## config.mk

```make
export PLATFORM = sky130hd
export DESIGN_NAME = throughput_qos_level_governor
export DESIGN_NICKNAME = d
export VERILOG_FILES = /design/src/design/tqlg_pkg.sv /design/src/design/throughput_qos_level_governor.sv /design/src/design/tqlg_div.sv
export SDC_FILE = /design/constraint.sdc
export NUM_CORES = 2
export LEC_CHECK = 0
export BUFFER_PORTS_ARGS = -buffer_cell sky130_fd_sc_hd__buf_2
export CAP_MARGIN = 20
export CELL_PAD_IN_SITES_DETAIL_PLACEMENT = 0
export CELL_PAD_IN_SITES_GLOBAL_PLACEMENT = 1
export CORE_UTILIZATION = 50
export CTS_CLUSTER_SIZE = 10
export DETAILED_ROUTE_END_ITERATION = 7
export HOLD_SLACK_MARGIN = 0.1
export PLACE_DENSITY = 0.94
export SETUP_SLACK_MARGIN = 0.5
export SLEW_MARGIN = 30
export SYNTH_ARGS = -nofsm -noshare
export SYNTH_HDL_FRONTEND = slang
export SYNTH_HIERARCHICAL = 1
export SYNTH_SLANG_ARGS = --single-unit
```

## constraint.sdc

```tcl
create_clock -name clock -period 13.89 [get_ports clock]
set_input_delay 2.778 -clock clock [delete_from_list [all_inputs] [get_ports clock]]
set_output_delay 2.778 -clock clock [all_outputs]
set_load 0.005 [all_outputs]
```

## src/design/tqlg_pkg.sv

```systemverilog
package tqlg_pkg;

   localparam int unsigned ACC_W = 32;
   localparam int unsigned MUL_W = 14;
   localparam int unsigned NUM_W = 47;
   localparam int unsigned DEN_W = 46;
   localparam int unsigned QUO_W = 29;
   localparam int unsigned CNT_W = 5;

   localparam logic [MUL_W-1:0] BPS_SCALE  = 14'd1000;
   localparam logic [MUL_W-1:0] ROUND_ADD  = 14'd9999;
   localparam logic [MUL_W-1:0] UNIT_SCALE = 14'd10000;
   localparam logic [15:0]      TP_MAX     = 16'hFFFF;

   localparam logic OP_PACKET = 1'b0;
   localparam logic OP_TICK   = 1'b1;

   localparam logic [1:0] LEVEL_OFF = 2'd0;
   localparam logic [1:0] LEVEL_MIN = 2'd1;
   localparam logic [1:0] LEVEL_MED = 2'd2;
   localparam logic [1:0] LEVEL_MAX = 2'd3;

   localparam logic [1:0] REG_LOW     = 2'd0;
   localparam logic [1:0] REG_MEDIUM  = 2'd1;
   localparam logic [1:0] REG_HIGH    = 2'd2;
   localparam logic [1:0] REG_TIMEOUT = 2'd3;

   typedef struct packed {
      logic        operation;
      logic [15:0] byte_count;
      logic [31:0] now_ms;
   } req_data_type;

   typedef struct packed {
      logic [1:0]  qos_level;
      logic        level_request;
      logic [15:0] throughput_units;
      logic        governor_active;
   } rsp_data_type;

   typedef struct packed {
      logic        done;
      logic [15:0] units;
   } div_rsp_type;

   function automatic logic [1:0] level_of(
      input logic [15:0] tp,
      input logic [15:0] low_thr,
      input logic [15:0] med_thr,
      input logic [15:0] high_thr
   );
      logic [1:0] lvl;
      lvl = LEVEL_OFF;
      if (high_thr != 16'd0 && tp >= high_thr) begin
         lvl = LEVEL_MAX;
      end else if (med_thr != 16'd0 && tp >= med_thr) begin
         lvl = LEVEL_MED;
      end else if (low_thr != 16'd0 && tp >= low_thr) begin
         lvl = LEVEL_MIN;
      end
      return lvl;
   endfunction

endpackage

```

## src/design/throughput_qos_level_governor.sv

```systemverilog
// channel | direction | handshake             | beat
// req     | in        | req_valid / req_stall | req_data (operation, byte_count, now_ms)
// rsp     | out       | rsp_valid / rsp_stall | rsp_data (qos_level, level_request, ...)
// csr     | in        | csr_psel / csr_penable| 16-bit registers, written and read in a 32-bit word
//
// a beat that closes a window passes through the divider before its result:
// three passes of the shared multiplier and 29 steps of the restoring divider
// other beats go straight to the final step; one beat is in flight at a time
// synchronous active-high reset; no clearing pass
// req_stall is high from accept until the result beat leaves the rsp register
module throughput_qos_level_governor #(
   parameter int unsigned WINDOW_MS = 100
) (
   input  logic                   clock,
   input  logic                   reset,
   input  logic                   req_valid,
   output logic                   req_stall,
   input  tqlg_pkg::req_data_type req_data,
   output logic                   rsp_valid,
   input  logic                   rsp_stall,
   output tqlg_pkg::rsp_data_type rsp_data,
   input  logic                   csr_psel,
   input  logic                   csr_penable,
   input  logic                   csr_pwrite,
   input  logic [3:0]             csr_paddr,
   input  logic [31:0]            csr_pwdata,
   output logic [31:0]            csr_prdata,
   output logic                   csr_pready
);

   typedef enum logic [2:0] {
      S_IDLE,
      S_RUN,
      S_DIV,
      S_FIN,
      S_OUT
   } state_type;

   state_type              state_ff, state_in;
   tqlg_pkg::req_data_type item_ff, item_in;
   tqlg_pkg::rsp_data_type rsp_ff, rsp_in;
   logic                   closed_ff, closed_in;
   logic [15:0]            low_ff, low_in;
   logic [15:0]            med_ff, med_in;
   logic [15:0]            high_ff, high_in;
   logic [15:0]            tmo_ff, tmo_in;
   logic [1:0]             applied_ff, applied_in;
   logic [31:0]            acc_ff, acc_in;
   logic [31:0]            win_start_ff, win_start_in;
   logic [15:0]            tp_ff, tp_in;
   logic                   watch_ff, watch_in;
   logic [31:0]            wait_start_ff, wait_start_in;

   logic                   csr_wr;
   logic [31:0]            elapsed;
   logic                   win_closes;
   logic                   div_start;
   tqlg_pkg::div_rsp_type  div_rsp;

   logic [15:0]            tp_v;
   logic [1:0]             exp_v;
   logic [1:0]             app_v;
   logic                   req_v;
   logic                   do_apply;
   logic [32:0]            sum_v;

   assign csr_wr     = csr_psel & csr_penable & csr_pwrite;
   assign csr_pready = 1'b1;
   assign elapsed    = item_ff.now_ms - win_start_ff;
   assign win_closes = (item_ff.operation == tqlg_pkg::OP_PACKET) &&
                       (item_ff.byte_count != 16'd0) &&
                       (elapsed >= 32'(WINDOW_MS));

   tqlg_div u_div (
      .clock   (clock),
      .reset   (reset),
      .start   (div_start),
      .acc     (acc_ff),
      .elapsed (elapsed),
      .div_rsp (div_rsp)
   );

   always_comb begin
      case (csr_paddr[3:2])
         tqlg_pkg::REG_LOW:     csr_prdata = {16'd0, low_ff};
         tqlg_pkg::REG_MEDIUM:  csr_prdata = {16'd0, med_ff};
         tqlg_pkg::REG_HIGH:    csr_prdata = {16'd0, high_ff};
         tqlg_pkg::REG_TIMEOUT: csr_prdata = {16'd0, tmo_ff};
         default:               csr_prdata = '0;
      endcase
   end

   always_comb begin
      state_in      = state_ff;
      item_in       = item_ff;
      rsp_in        = rsp_ff;
      closed_in     = closed_ff;
      low_in        = low_ff;
      med_in        = med_ff;
      high_in       = high_ff;
      tmo_in        = tmo_ff;
      applied_in    = applied_ff;
      acc_in        = acc_ff;
      win_start_in  = win_start_ff;
      tp_in         = tp_ff;
      watch_in      = watch_ff;
      wait_start_in = wait_start_ff;
      div_start     = 1'b0;
      tp_v          = tp_ff;
      exp_v         = tqlg_pkg::LEVEL_OFF;
      app_v         = applied_ff;
      req_v         = 1'b0;
      do_apply      = 1'b0;
      sum_v         = {1'b0, acc_ff} + 33'(item_ff.byte_count);

      if (csr_wr) begin
         case (csr_paddr[3:2])
            tqlg_pkg::REG_LOW:     low_in  = csr_pwdata[15:0];
            tqlg_pkg::REG_MEDIUM:  med_in  = csr_pwdata[15:0];
            tqlg_pkg::REG_HIGH:    high_in = csr_pwdata[15:0];
            tqlg_pkg::REG_TIMEOUT: tmo_in  = csr_pwdata[15:0];
            default: begin
            end
         endcase
      end

      case (state_ff)
         S_IDLE: begin
            if (req_valid) begin
               item_in   = req_data;
               closed_in = 1'b0;
               state_in  = S_RUN;
            end
         end
         S_RUN: begin
            if (win_closes) begin
               div_start = 1'b1;
               state_in  = S_DIV;
            end else begin
               state_in  = S_FIN;
            end
         end
         S_DIV: begin
            if (div_rsp.done) begin
               tp_in        = div_rsp.units;
               acc_in       = '0;
               win_start_in = item_ff.now_ms;
               closed_in    = 1'b1;
               state_in     = S_FIN;
            end
         end
         S_FIN: begin
            if (item_ff.operation == tqlg_pkg::OP_PACKET) begin
               if (item_ff.byte_count != 16'd0) begin
                  if (!closed_ff) begin
                     acc_in = sum_v[32] ? '1 : sum_v[31:0];
                  end
                  if (applied_ff != tqlg_pkg::LEVEL_OFF && tp_v < low_ff) begin
                     tp_v = low_ff;
                  end
               end else begin
                  tp_v = 16'd0;
               end
               exp_v = tqlg_pkg::level_of(tp_v, low_ff, med_ff, high_ff);
               if (!watch_ff || closed_ff) begin
                  do_apply      = 1'b1;
                  watch_in      = 1'b1;
                  wait_start_in = item_ff.now_ms;
               end
            end else begin
               if (watch_ff && (item_ff.now_ms - wait_start_ff) >= {16'd0, tmo_ff}) begin
                  tp_v     = 16'd0;
                  exp_v    = tqlg_pkg::LEVEL_OFF;
                  do_apply = 1'b1;
                  watch_in = 1'b0;
               end
            end
            // level only rises, or drops straight to off
            if (do_apply && ((applied_ff < exp_v) ||
                (applied_ff != tqlg_pkg::LEVEL_OFF && exp_v == tqlg_pkg::LEVEL_OFF))) begin
               app_v = exp_v;
               req_v = 1'b1;
            end
            applied_in              = app_v;
            tp_in                   = tp_v;
            rsp_in.qos_level        = app_v;
            rsp_in.level_request    = req_v;
            rsp_in.throughput_units = tp_v;
            rsp_in.governor_active  = watch_in;
            state_in                = S_OUT;
         end
         S_OUT: begin
            if (!rsp_stall) begin
               state_in = S_IDLE;
            end
         end
         default: begin
            state_in = S_IDLE;
         end
      endcase
   end

   always_ff @(posedge clock) begin
      item_ff   <= item_in;
      rsp_ff    <= rsp_in;
      closed_ff <= closed_in;
      if (reset) begin
         state_ff      <= S_IDLE;
         low_ff        <= 16'd1;
         med_ff        <= 16'd50;
         high_ff       <= 16'd100;
         tmo_ff        <= 16'd500;
         applied_ff    <= tqlg_pkg::LEVEL_OFF;
         acc_ff        <= '0;
         win_start_ff  <= '0;
         tp_ff         <= '0;
         watch_ff      <= 1'b0;
         wait_start_ff <= '0;
      end else begin
         state_ff      <= state_in;
         low_ff        <= low_in;
         med_ff        <= med_in;
         high_ff       <= high_in;
         tmo_ff        <= tmo_in;
         applied_ff    <= applied_in;
         acc_ff        <= acc_in;
         win_start_ff  <= win_start_in;
         tp_ff         <= tp_in;
         watch_ff      <= watch_in;
         wait_start_ff <= wait_start_in;
      end
   end

   assign req_stall = state_ff != S_IDLE;
   assign rsp_valid = state_ff == S_OUT;
   assign rsp_data  = rsp_ff;

   a_no_accept_while_out: assert property (@(posedge clock) disable iff (reset)
      rsp_valid |-> req_stall)
      else $error("input taken while result beat pending");

   a_level_needs_watch: assert property (@(posedge clock) disable iff (reset)
      applied_ff != tqlg_pkg::LEVEL_OFF |-> watch_ff)
      else $error("level applied with watcher stopped");

   a_div_done_in_wait: assert property (@(posedge clock) disable iff (reset)
      div_rsp.done |-> state_ff == S_DIV)
      else $error("divider finished outside its wait state");

   a_out_after_fin: assert property (@(posedge clock) disable iff (reset)
      $rose(rsp_valid) |-> $past(state_ff) == S_FIN)
      else $error("result beat raised without final step");

endmodule

```

## src/design/tqlg_div.sv

```systemverilog
module tqlg_div (
   input  logic                         clock,
   input  logic                         reset,
   input  logic                         start,
   input  logic [31:0]                  acc,
   input  logic [31:0]                  elapsed,
   output tqlg_pkg::div_rsp_type        div_rsp
);

   typedef enum logic [2:0] {
      D_IDLE,
      D_MULA,
      D_MULB,
      D_MULC,
      D_DIV,
      D_DONE
   } div_state_type;

   div_state_type                  state_ff, state_in;
   logic [tqlg_pkg::NUM_W-1:0]     num_ff, num_in;
   logic [tqlg_pkg::DEN_W-1:0]     den_ff, den_in;
   logic [tqlg_pkg::NUM_W-1:0]     rem_ff, rem_in;
   logic [tqlg_pkg::QUO_W-1:0]     quo_ff, quo_in;
   logic [tqlg_pkg::CNT_W-1:0]     cnt_ff, cnt_in;
   logic [15:0]                    units_ff, units_in;

   logic [31:0]                    mul_a;
   logic [tqlg_pkg::MUL_W-1:0]     mul_b;
   logic [tqlg_pkg::DEN_W-1:0]     prod;
   logic [tqlg_pkg::NUM_W-1:0]     trial;
   logic                           fits;

   // shared multiplier
   always_comb begin
      mul_a = elapsed;
      mul_b = tqlg_pkg::UNIT_SCALE;
      case (state_ff)
         D_MULA: begin
            mul_a = acc;
            mul_b = tqlg_pkg::BPS_SCALE;
         end
         D_MULB: begin
            mul_b = tqlg_pkg::ROUND_ADD;
         end
         default: begin
            mul_b = tqlg_pkg::UNIT_SCALE;
         end
      endcase
   end

   assign prod  = tqlg_pkg::DEN_W'(mul_a) * tqlg_pkg::DEN_W'(mul_b);
   assign trial = {rem_ff[tqlg_pkg::NUM_W-2:0], num_ff[tqlg_pkg::QUO_W-1]};
   assign fits  = trial >= {1'b0, den_ff};

   always_comb begin
      state_in = state_ff;
      num_in   = num_ff;
      den_in   = den_ff;
      rem_in   = rem_ff;
      quo_in   = quo_ff;
      cnt_in   = cnt_ff;
      units_in = units_ff;
      case (state_ff)
         D_IDLE: begin
            if (start) begin
               state_in = D_MULA;
            end
         end
         D_MULA: begin
            // bytes times 1000
            num_in   = {1'b0, prod};
            state_in = D_MULB;
         end
         D_MULB: begin
            // add elapsed times 9999, just under one divisor, as a rounding term before the divide
            num_in   = num_ff + {1'b0, prod};
            state_in = D_MULC;
         end
         D_MULC: begin
            den_in   = prod;
            rem_in   = tqlg_pkg::NUM_W'(num_ff[tqlg_pkg::NUM_W-1:tqlg_pkg::QUO_W]);
            quo_in   = '0;
            cnt_in   = tqlg_pkg::CNT_W'(tqlg_pkg::QUO_W - 1);
            state_in = D_DIV;
         end
         D_DIV: begin
            rem_in = fits ? (trial - {1'b0, den_ff}) : trial;
            quo_in = {quo_ff[tqlg_pkg::QUO_W-2:0], fits};
            num_in = num_ff << 1;
            cnt_in = cnt_ff - 1'b1;
            if (cnt_ff == '0) begin
               units_in = (quo_in > tqlg_pkg::QUO_W'(tqlg_pkg::TP_MAX)) ?
                          tqlg_pkg::TP_MAX : quo_in[15:0];
               state_in = D_DONE;
            end
         end
         D_DONE: begin
            state_in = D_IDLE;
         end
         default: begin
            state_in = D_IDLE;
         end
      endcase
   end

   always_ff @(posedge clock) begin
      num_ff   <= num_in;
      den_ff   <= den_in;
      rem_ff   <= rem_in;
      quo_ff   <= quo_in;
      cnt_ff   <= cnt_in;
      units_ff <= units_in;
      if (reset) begin
         state_ff <= D_IDLE;
      end else begin
         state_ff <= state_in;
      end
   end

   assign div_rsp.done  = state_ff == D_DONE;
   assign div_rsp.units = units_ff;

   a_rem_below_den: assert property (@(posedge clock) disable iff (reset)
      state_ff == D_DIV |-> rem_ff < {1'b0, den_ff})
      else $error("remainder not below divisor");

endmodule
```

==> summary.txt <==
Routing
  – WL final: 108,000 um
  – Post-route ant nets: 0
  – Vias: 34,100
  – DRT Pass-1 Iters: 6
  – Vias per cell: 5.80
  – DRC errors left: 0
  – Avg WL per Cell: 18.4 um
  – DR iter-0 viols: 2,580

Placed design
  – Final Wtd Congestion: 0.940
  – Detailed placement HPWL: 84,400 um
  – Port buffer count: 111

Setup path
  – Worst Path Max Fanout: 6
  – CP Capture Type: register
  – Worst path slowest cell: fa_1
  – Startpoint types: register
  – Crit Path Category: register to register
  – Top cell family by delay on the critical path: compound AO/OA/AOI/OAI gates
  – Crit path DAT: 11.62 ns
  – Slowest stage delay, CP: 0.55 ns
  – WP buf/inv: 6
  – Worst Path Required: 14.26 ns
  – Critical path's most frequent cell: inv_1

Clock tree
  – Clock Latency Late Sink: 0.67 ns
  – CTS Hold Bufs: 0
  – Gates resized, CTS repair: 0
  – Setup Fix Bufs, Post-CTS: 0
  – Root buffer cell: clkbuf_16
  – Clock sink count: 443
  – Num CTS Buffers: 55
  – CTS H-tree depth: 2
  – CTS tree: built
  – Worst-case clock buffer depth: 3
  – Clock-pin slew on the worst setup and hold paths: 0.06 ns

Layout
  – NumNets Final: 5,534
  – Layout cell share with drive strength beyond 1: 6.71%
  – Area Overhead vs Synth: 7.67%
  – Total inserted antenna cells: 0

Timing
  – Tcrit/Tclk final: 80.9%
  – Clock skew: 0.0812 ns
  – Fin. max-slew vios: 0
  – Slew headroom: 38.3%
  – RSZ-0062 raised after global routing: false
  – Final Hold Viols: 0
  – Endpoints failing setup: 0
  – Crit path time final: 11.24 ns
  – Setup TNS: 0 ns
  – Worst Tran Pin Value: 0.926 ns
  – F_max: 0.0890 GHz

Floorplanning
  – Starting Density: 50.6%
  – Io pins: 147
  – Die W: 290 um
  – Core Area: 0.0821 mm2
  – Die area: 0.0843 mm2
  – Row count: 105
  – Die Height: 290 um

Logic synthesis
  – Most frequently used flop master after synthesis: edfxtp_1
  – Cells after Synth: 4,745
  – Post-synthesis cell area: 0.0416 mm2
  – Unique masters post-synth: 100
  – Ys async rst share: 0%
  – Post-synth EDFFs: 258
  – Sequential area share after synthesis: 27.5%
  – FF+latch count, synth: 443
  – Synthesized area per cell: 8.76 um2
  – Ys Warns: 6

GRT
  – Antenna violations before repair: 0
  – Gr busiest metal: met2
  – Largest net degree at the start of global routing: 123
  – GRT Total Usage: 25.3%
  – Met2 Track Usage GR: 39.9%
  – Met3 global-route usage: 3.27%
  – GRT overflow: 0
  – Met1 usage: 36.0%
  – First-pass GRT wire length: 174,000 um
  – Vias in the first global route: 32,400

Min path
  – Hold WC Path Type: register to register

Run status
  – Status: complete, no violations

Run
  – Max-cap violations: 0
## per-stage QoR
stage          setup WS (ns)  cell area, um2  utilization [%]  hold WS [ns]  cells
3_5_place_dp            2.68           43000             52.4         0.446   5776
4_1_cts                 2.66           44700             54.5         0.454   5872
5_1_grt                 1.85           44800             54.5         0.469   5872
2_1_floorplan           4.14           41600                -         0.431   4760
3_3_place_gp            2.79           43000             52.4         0.442   5776
6_report                2.65           44800             54.5         0.453   5872
## layout by cell type (no fill, tap or decap), drive strengths merged, types with 45 or more instances in the layout
cell and n:
inv 683, nand2 544, ha 422, a21oi 416
nor2 265, edfxtp 258, fa 257, o21ai 201
dfxtp 185, buf 139, a21o 137, xnor2 124
and2 85, clkbuf 83, and3 67, xor2 65
nand3 59, a31oi 54, nand4 50, nor3 50
nor2b 45
## cell type report
class                      instances  area [um2]
clock buffer                      83        1550
timing repair buffer             139         781
tap                             1070        1340
inverter                         684        2570
multi-input combinational       3440       26900
fill                            7478       37400
clock inverter                    13         191
sequential                       443       11500
## per-layer routing
| metal | routed length [um] | vias up |
|---|---|---|
| li1 | - | 16400 |
| met1 | 49600 | 16500 |
| met2 | 48600 | 982 |
| met3 | 6930 | 160 |
| met4 | 3190 | 0 |
| met5 | 0 | - |
## tightest hold or removal path: cells and delay by family (launching register included)
kind	cells	cell delay, ns
DFF	1	0.31
and+or+nand+nor	1	0.05
AOI/OAI and AO/OA	1	0.05
## worst paths after layout
check,startpoint,to,slack (ns),cells past startpoint
worst min register to register,wait_start_ff[9]$_SDFFE_PP0P_,wait_start_ff[9]$_SDFFE_PP0P_,0.45,2
worst max-delay path,item_ff[2]$_DFFE_PP_,u_div/num_ff[46]$_DFFE_PP_,2.65,41
worst min-delay path,wait_start_ff[9]$_SDFFE_PP0P_,wait_start_ff[9]$_SDFFE_PP0P_,0.45,2
worst max register to register,item_ff[2]$_DFFE_PP_,u_div/num_ff[46]$_DFFE_PP_,2.65,41
## sequential cells by signal, indices dropped and copies added, names as in the netlist, 5 cells and up
signal	cells
acc_ff	32
high_ff	16
item_ff	49
low_ff	16
med_ff	16
rsp_data	20
tmo_ff	16
tp_ff	16
u_div/cnt_ff	5
u_div/den_ff	46
u_div/num_ff	47
u_div/quo_ff	28
u_div/rem_ff	46
u_div/units_ff	16
wait_start_ff	32
win_start_ff	32
## kinds of logic after synthesis
family / Yosys count / synth area share (%)
AOI/OAI and AO/OA: 1200 / 19.0
xor gates and xnor gates: 189 / 3.98
adders and majority gates: 679 / 25.1
buffers and inverters: 877 / 8.16
DFF: 443 / 27.5
muxes: 41 / 1.47
other: 3 / 0.0271
and+or+nand+nor: 1313 / 14.8
## synth_stat cells (all sizes together), types with 9 or more instances
master   count  share of area (%)
a311oi      21               0.59
nor3        50               0.60
a21oi      416                5.0
or3         25               0.38
mux2i       23               0.55
o21ai      201                2.4
xor2        65                1.4
and2        85                1.3
nor2       265                2.4
nor2b       45               0.68
a31o        16               0.34
a22oi       37               0.67
nand2b      25               0.38
nor4        28               0.42
mux4        16               0.87
fa         257                 12
a21o       137                2.5
edfxtp     258                 19
clkbuf     142                1.3
ha         422                 13
a21boi      16               0.30
o31ai       10               0.18
nand3       59               0.71
and3        67                1.0
o211ai      35               0.63
or4         10               0.20
buf         51               0.70
a41oi        9               0.21
o2111ai     10               0.23
a31oi       54               0.84
inv        683                6.2
nand4       50               0.75
and4        10               0.21
a211oi      43               0.79
o21bai      33               0.60
a211o        9               0.19
o21a        32               0.58
xnor2      124                2.6
nand2      544                4.9
or2         33               0.50
a2111oi      9               0.19
dfxtp      185                8.9
a32o        17               0.41
a221o       27               0.65
Power is left out: the tool's default activity adds up to more than one toggle a clock period on the data nets, which glitch-free logic cannot reach.
